==> src/hw/rtl/lkc_pkg.sv <==
// lkc_pkg: shared types and constants for the lru key cache lookup
// no dependencies

package lkc_pkg;

  localparam int KEY_W     = 64;
  localparam int CAP_W     = 5;
  localparam int ENTRIES_D = 16;
  localparam logic [CAP_W-1:0] CAP_RESET = CAP_W'(16);

  typedef struct packed {
    logic compare;
    logic shift;
  } cell_ctrl_t;

endpackage

==> src/hw/rtl/lkc_cell.sv <==
// lkc_cell: one position of the recency chain, holds a key and compares it
// depends on lkc_pkg

module lkc_cell
  import lkc_pkg::*;
#(
  parameter int INDEX = 0,
  parameter int POS_W = 4
) (
  input  logic             clk,
  input  cell_ctrl_t       ctrl,
  input  logic [POS_W-1:0] pos,
  input  logic [KEY_W-1:0] lookup,
  input  logic [KEY_W-1:0] prev_key,
  output logic [KEY_W-1:0] key,
  output logic             match
);

  logic take;

  assign take = ctrl.shift && (POS_W'(INDEX) <= pos);

  always_ff @(posedge clk) begin
    if (take) begin
      key <= prev_key;
    end
    if (ctrl.compare) begin
      match <= (key == lookup);
    end
  end

endmodule

==> src/hw/rtl/lru_key_cache_lookup.sv <==
// lru_key_cache_lookup: top level, controller around a chain of key cells
// depends on lkc_pkg and lkc_cell

// Fully associative key cache with least-recently-used replacement. The keys
// sit in a chain of ENTRIES cells, most recent first. Each key passes two steps:
// in the compare step every cell compares its stored key with the lookup key and
// registers the result, in the update step the controller finds the hit position
// (or the insert position on a miss) and the cells from the front of the chain up
// to it take their neighbor's key in one shift. The next key can be accepted as
// the update step finishes, so a key is taken while the last one completes. The
// result word waits in an output register; the update stalls only while that
// register still holds an untaken word. The capacity register is written
// through its own channel, always ready.

module lru_key_cache_lookup
  import lkc_pkg::*;
#(
  parameter int ENTRIES = ENTRIES_D
) (
  input  logic             clk,
  input  logic             rst,
  input  logic             cfg_valid,
  output logic             cfg_ready,
  input  logic [CAP_W-1:0] capacity,
  input  logic             key_valid,
  output logic             key_ready,
  input  logic [KEY_W-1:0] key,
  output logic             res_valid,
  input  logic             res_ready,
  output logic             hit,
  output logic             evicted
);

  localparam int POS_W = (ENTRIES > 1) ? $clog2(ENTRIES) : 1;
  localparam int OCC_W = $clog2(ENTRIES + 1);
  localparam int CW    = (OCC_W > CAP_W) ? OCC_W : CAP_W;

  localparam logic [1:0] S_IDLE = 2'd0;
  localparam logic [1:0] S_CMP  = 2'd1;
  localparam logic [1:0] S_UPD  = 2'd2;

  logic [1:0]       state;
  logic [1:0]       state_next;
  logic [CAP_W-1:0] cap_reg;
  logic [OCC_W-1:0] occupancy;
  logic [OCC_W-1:0] occupancy_next;
  logic [KEY_W-1:0] lookup;

  logic [OCC_W-1:0] ecap;
  logic [ENTRIES-1:0] match;
  logic [ENTRIES-1:0] hit_vec;
  logic [KEY_W-1:0] chain [ENTRIES];
  logic [POS_W-1:0] hit_pos;
  logic [POS_W-1:0] pos;
  logic             hit_now;
  logic             evict_now;
  logic             finish;
  logic             accept;
  cell_ctrl_t       ctrl;

  assign cfg_ready = 1'b1;

  // effective capacity: zero acts as one, large values saturate
  always_comb begin
    if (cap_reg == '0) begin
      ecap = OCC_W'(1);
    end else if (CW'(cap_reg) > CW'(ENTRIES)) begin
      ecap = OCC_W'(ENTRIES);
    end else begin
      ecap = OCC_W'(cap_reg);
    end
  end

  always_comb begin
    hit_pos = '0;
    for (int i = 0; i < ENTRIES; i++) begin
      hit_vec[i] = match[i] && (OCC_W'(i) < occupancy);
      hit_pos    = hit_pos | (hit_vec[i] ? POS_W'(i) : '0);
    end
  end

  assign hit_now = |hit_vec;

  always_comb begin
    evict_now      = 1'b0;
    occupancy_next = occupancy;
    pos            = hit_pos;
    if (!hit_now) begin
      if (occupancy >= ecap) begin
        evict_now      = 1'b1;
        pos            = POS_W'(ecap - OCC_W'(1));
        occupancy_next = ecap;
      end else begin
        pos            = POS_W'(occupancy);
        occupancy_next = occupancy + OCC_W'(1);
      end
    end
  end

  assign finish    = (state == S_UPD) && (!res_valid || res_ready);
  assign key_ready = (state == S_IDLE) || finish;
  assign accept    = key_valid && key_ready;

  assign ctrl = cell_ctrl_t'{compare: (state == S_CMP), shift: finish};

  always_comb begin
    state_next = state;
    case (state)
      S_IDLE: begin
        if (accept) begin
          state_next = S_CMP;
        end
      end
      S_CMP: begin
        state_next = S_UPD;
      end
      S_UPD: begin
        if (finish) begin
          state_next = accept ? S_CMP : S_IDLE;
        end
      end
      default: begin
        state_next = S_IDLE;
      end
    endcase
  end

  always_ff @(posedge clk) begin
    if (rst) begin
      state     <= S_IDLE;
      cap_reg   <= CAP_RESET;
      occupancy <= '0;
      res_valid <= 1'b0;
    end else begin
      state <= state_next;
      if (cfg_valid) begin
        cap_reg <= capacity;
      end
      if (finish) begin
        occupancy <= occupancy_next;
        res_valid <= 1'b1;
      end else if (res_ready) begin
        res_valid <= 1'b0;
      end
    end
  end

  always_ff @(posedge clk) begin
    if (accept) begin
      lookup <= key;
    end
    if (finish) begin
      hit     <= hit_now;
      evicted <= evict_now;
    end
  end

  for (genvar g = 0; g < ENTRIES; g++) begin : g_cell
    lkc_cell #(
      .INDEX (g),
      .POS_W (POS_W)
    ) u_cell (
      .clk      (clk),
      .ctrl     (ctrl),
      .pos      (pos),
      .lookup   (lookup),
      .prev_key ((g == 0) ? lookup : chain[(g == 0) ? 0 : g - 1]),
      .key      (chain[g]),
      .match    (match[g])
    );
  end

`ifndef SYNTH
  a_occ_bound: assert property (@(posedge clk) disable iff (rst)
    occupancy <= OCC_W'(ENTRIES))
    else $error("occupancy above entry count");

  a_hit_no_evict: assert property (@(posedge clk) disable iff (rst)
    res_valid |-> !(hit && evicted))
    else $error("eviction reported on a hit");

  a_hit_keeps_occ: assert property (@(posedge clk) disable iff (rst)
    finish && hit_now |=> $stable(occupancy))
    else $error("occupancy changed on a hit");

  a_miss_grows: assert property (@(posedge clk) disable iff (rst)
    finish && !hit_now && !evict_now |=> occupancy == $past(occupancy) + OCC_W'(1))
    else $error("occupancy did not grow on a plain miss");

  a_one_hit: assert property (@(posedge clk) disable iff (rst)
    state == S_UPD |-> $onehot0(hit_vec))
    else $error("key found at more than one position");
`endif

endmodule
==> config.mk <==
export PLATFORM = sky130hd
export DESIGN_NAME = lru_key_cache_lookup
export DESIGN_NICKNAME = d
export VERILOG_FILES = /design/src/hw/rtl/lkc_pkg.sv /design/src/hw/rtl/lkc_cell.sv /design/src/hw/rtl/lru_key_cache_lookup.sv
export SDC_FILE = /design/constraint.sdc
export NUM_CORES = 1
export LEC_CHECK = 0
export ABC_AREA = 1
export BUFFER_PORTS_ARGS = -buffer_cell sky130_fd_sc_hd__buf_2
export CORE_ASPECT_RATIO = 1.1
export CORE_UTILIZATION = 45
export DETAILED_ROUTE_END_ITERATION = 10
export GPL_TIMING_DRIVEN = 0
export PLACE_DENSITY = 0.67
export SLEW_MARGIN = 20
export SYNTH_ARGS = -nofsm -noshare
export SYNTH_HDL_FRONTEND = slang
export SYNTH_SLANG_ARGS = --single-unit
export TNS_END_PERCENT = 20
==> constraint.sdc <==
create_clock -name clk -period 11.6 [get_ports clk]
set_clock_uncertainty 0.05 [all_clocks]
set_input_delay 1.74 -clock clk [delete_from_list [all_inputs] [get_ports clk]]
set_output_delay 1.74 -clock clk [all_outputs]
set_load 0.1 [all_outputs]
==> flow_summary.ini <==
[floorplan]
rows = 124
ios = 79
coreArea_mm2 = 0.104
initial_utilization_pct = 45.4
die_h_um = 341
die_x_um = 311
die-area_mm2 = 0.106

[routing]
first_pass_iters = 5
vias = 26700
avgViaCountPerCell = 5.46
highest_layer = met4
ant_nets = 0
drtIter0Drc = 3073
drcViolationCount = 0
routed_wl_mm = 127
routedWlPerCell_um = 26.0
wl_met2_mm = 60.2
wl_met1_mm = 49.6
met3_length_mm = 8.52

[clocking]
post_cts_resized = 0
numCtsBuffers = 109
cts_root_buf = clkbuf_16
cts_buffer_depth = 3
clkSinkCount = 1119
htree_levels = 3
cts_setup_buffers = 0
ctsHoldBuffers = 0
cts_tree = done
clk_latency_ns = 0.71
clkTransAtPathRegs_ns = 0.06

[setup_path]
critical_path.max_stage_delay_ns = 0.67
cp.required_ns = 11.94
path_class = flip-flop to flip-flop
cp_cell_sequence = nor2_1 -> nand2_1 -> o21ai_0 -> nand2_1 -> ha_1 -> nand2_1 -> inv_1 -> nand4_1 -> nand3_2 -> nand2_1 -> nand2_1 -> a21oi_2 -> nor2_4 -> nand2_2 -> a21oi_4 -> buf_16 -> buf_16
critical_path_buf_inv_count = 3
cp-start-kind = flip-flop
crit_fanout = 25
cp_common_cell = nand2_1
crit_arrival_ns = 4.99
critPathCaptureType = flip-flop
critPathTopFamily = simple AND/OR/NAND/NOR gates
slowest_stage = a21oi_4

[timing]
rsz0062_at_grt = false
fmax_mhz = 215
worstMarginPinSlew_ns = 1.10
min_period_over_period_pct = 40.1
fin_crit_ns = 4.65
fin_ws_ns = 6.95
tns_ns = 0
timing.final.hold_violations = 0
slew_viol_final = 0
relSlewSlack_pct = 25.7
setup_viol = 0
holdWs_ns = 0.390

[place]
io_buffers = 77
dp_hpwl_mm = 100
place_ws_ns = 6.71
dp_cells = 4697
finalWeightedCongestion = 1.06

[cells_and_area]
multiInputGateArea_mm2 = 0.0129
final_cells = 4897
regMostFlops = g_cell.u_cell.key
layout.nets = 3503
drive_above_1_share_pct = 14.6
area_growth_pct = 13.2
seqCellArea_mm2 = 0.0335
top_regs = g_cell.u_cell.key (1024), lookup (64), g_cell.u_cell.match (16)
largest_reg_flops = 1024
num-fill-cells = 8681

[global_routing]
grt_pass1_vias = 26100
grt_max_degree = 65
grt_usage_pct = 23.7
antenna_found_initial = 6
grt_pass1_wl_mm = 177
grt_overflow = 0

[yosys]
synth_edf_count = 1106
synth_area_mm2 = 0.0471
ys_types = 37
yosysSeqAreaShare_pct = 71.0
synth_seq_cells = 1119
async_flop_share_pct = 0
ys_warn_count = 0
synthFlopType = edfxtp_1
synth_cells = 3210
syn_nets = 3291
synth.avg_cell_area_um2 = 14.7

[pwr]
powerDensity_mw_per_mm2 = 177
p_leak_nw = 16.6
peakVddDrop_uv = 164
p_total_w = 0.00946

[worst_hold_path]
hp-class = flip-flop to flip-flop

[status]
outcome = complete, no violations

[flow_run]
cap_viol_max_count = 0
[final cells by class]
class | instances | share of cell area [%]
diodes | 2 | 0.00938
plain buffers | 133 | 1.08
clock buffers | 142 | 5.50
clock inverters | 56 | 0.938
inverters | 80 | 0.577
multi-input cells | 1878 | 24.2
flip-flops and latches | 1119 | 62.7
well taps | 1386 | 3.25
repair buffers | 101 | 1.76
[cells in the mapped netlist (17+ instances only)]
master	instances	area, um^2
nand3_1	45	225
xnor2_1	759	6650
nand4_1	233	1460
nand2_1	360	1350
inv_1	73	274
o2111ai_1	60	526
nor3_1	25	125
nor4_1	63	394
o21ai_0	19	95.1
nor2_1	65	244
edfxtp_1	1106	33200
buf_2	54	270
xor2_1	18	158
or2_2	165	1030
clkbuf_1	75	282
o211ai_1	17	128
[worst paths after layout]
path / slack (ns) / endpoint / from / depth (start not counted)
hold / removal: 0.39 / g_cell[0].u_cell.key[29] / lookup[29] / 0
hold reg to reg: 0.39 / g_cell[0].u_cell.key[29] / lookup[29] / 0
setup reg to reg: 6.95 / g_cell[13].u_cell.key[62] / cap_reg[0] / 17
setup / recovery: 6.95 / g_cell[13].u_cell.key[62] / cap_reg[0] / 17
[per-layer routing]
layer	vias to the layer above	GRT usage, %
met5	-	0
met2	1126	39.2
li1	12100	-
met3	280	3.01
met1	13200	29.9
met4	0	14.9
[per-stage QoR]
stage	area (um^2)	util, %
6_report	53400	51.3
5_1_grt	53400	51.3
4_1_cts	53400	51.3
3_5_place_dp	49900	48.0
3_3_place_gp	49300	47.4
2_1_floorplan	47100	-
[worst register-to-register path, delay by kind of cell (launching register included)]
| kind | cells | cell delay, ns |
|---|---|---|
| AND/OR/NAND/NOR | 10 | 2.12 |
| flip-flops | 1 | 0.32 |
| AO/OA/AOI/OAI | 3 | 1.03 |
| buffers and inverters | 3 | 0.51 |
| adder cells (fa/ha/maj) | 1 | 0.33 |
[report_power, final]
part	switching, W	total (W)	leakage, nW	internal [W]
logic	0.000700	0.00105	4.78	0.000348
registers	0.000161	0.00493	10.1	0.00477
clock network	0.00152	0.00348	1.68	0.00196
total	0.00239	0.00946	16.6	0.00707
[cell families after synthesis]
family                     count (synthesis)  synth area share (%)
DFF                                     1119                  71.0
AOI/OAI and AO/OA                        116                  1.88
and+or+nand+nor                          977                  10.6
other                                      1               0.00795
adders and majority gates                  7                 0.186
xor gates and xnor gates                 777                  14.4
buffers and inverters                    213                  1.86
[placed cells by master, fill, tap and decap left out, types with 3 or more instances in the layout]
cell type	instances
a21oi_1	9
buf_12	14
buf_16	10
buf_2	131
bufinv_16	8
clkbuf_1	103
clkbuf_16	113
clkinv_1	23
clkinv_2	20
dfxtp_1	13
edfxtp_1	1106
ha_1	7
inv_1	70
inv_2	4
inv_4	3
inv_6	3
nand2_1	353
nand2_2	7
nand2_4	9
nand3_1	44
nand4_1	233
nor2_1	62
nor2_4	10
nor3_1	25
nor4_1	63
o2111ai_1	60
o211ai_1	17
o21ai_0	18
o221ai_1	3
or2_2	165
xnor2_1	759
xor2_1	18
Note: power is estimated with default switching activity, not from simulation.
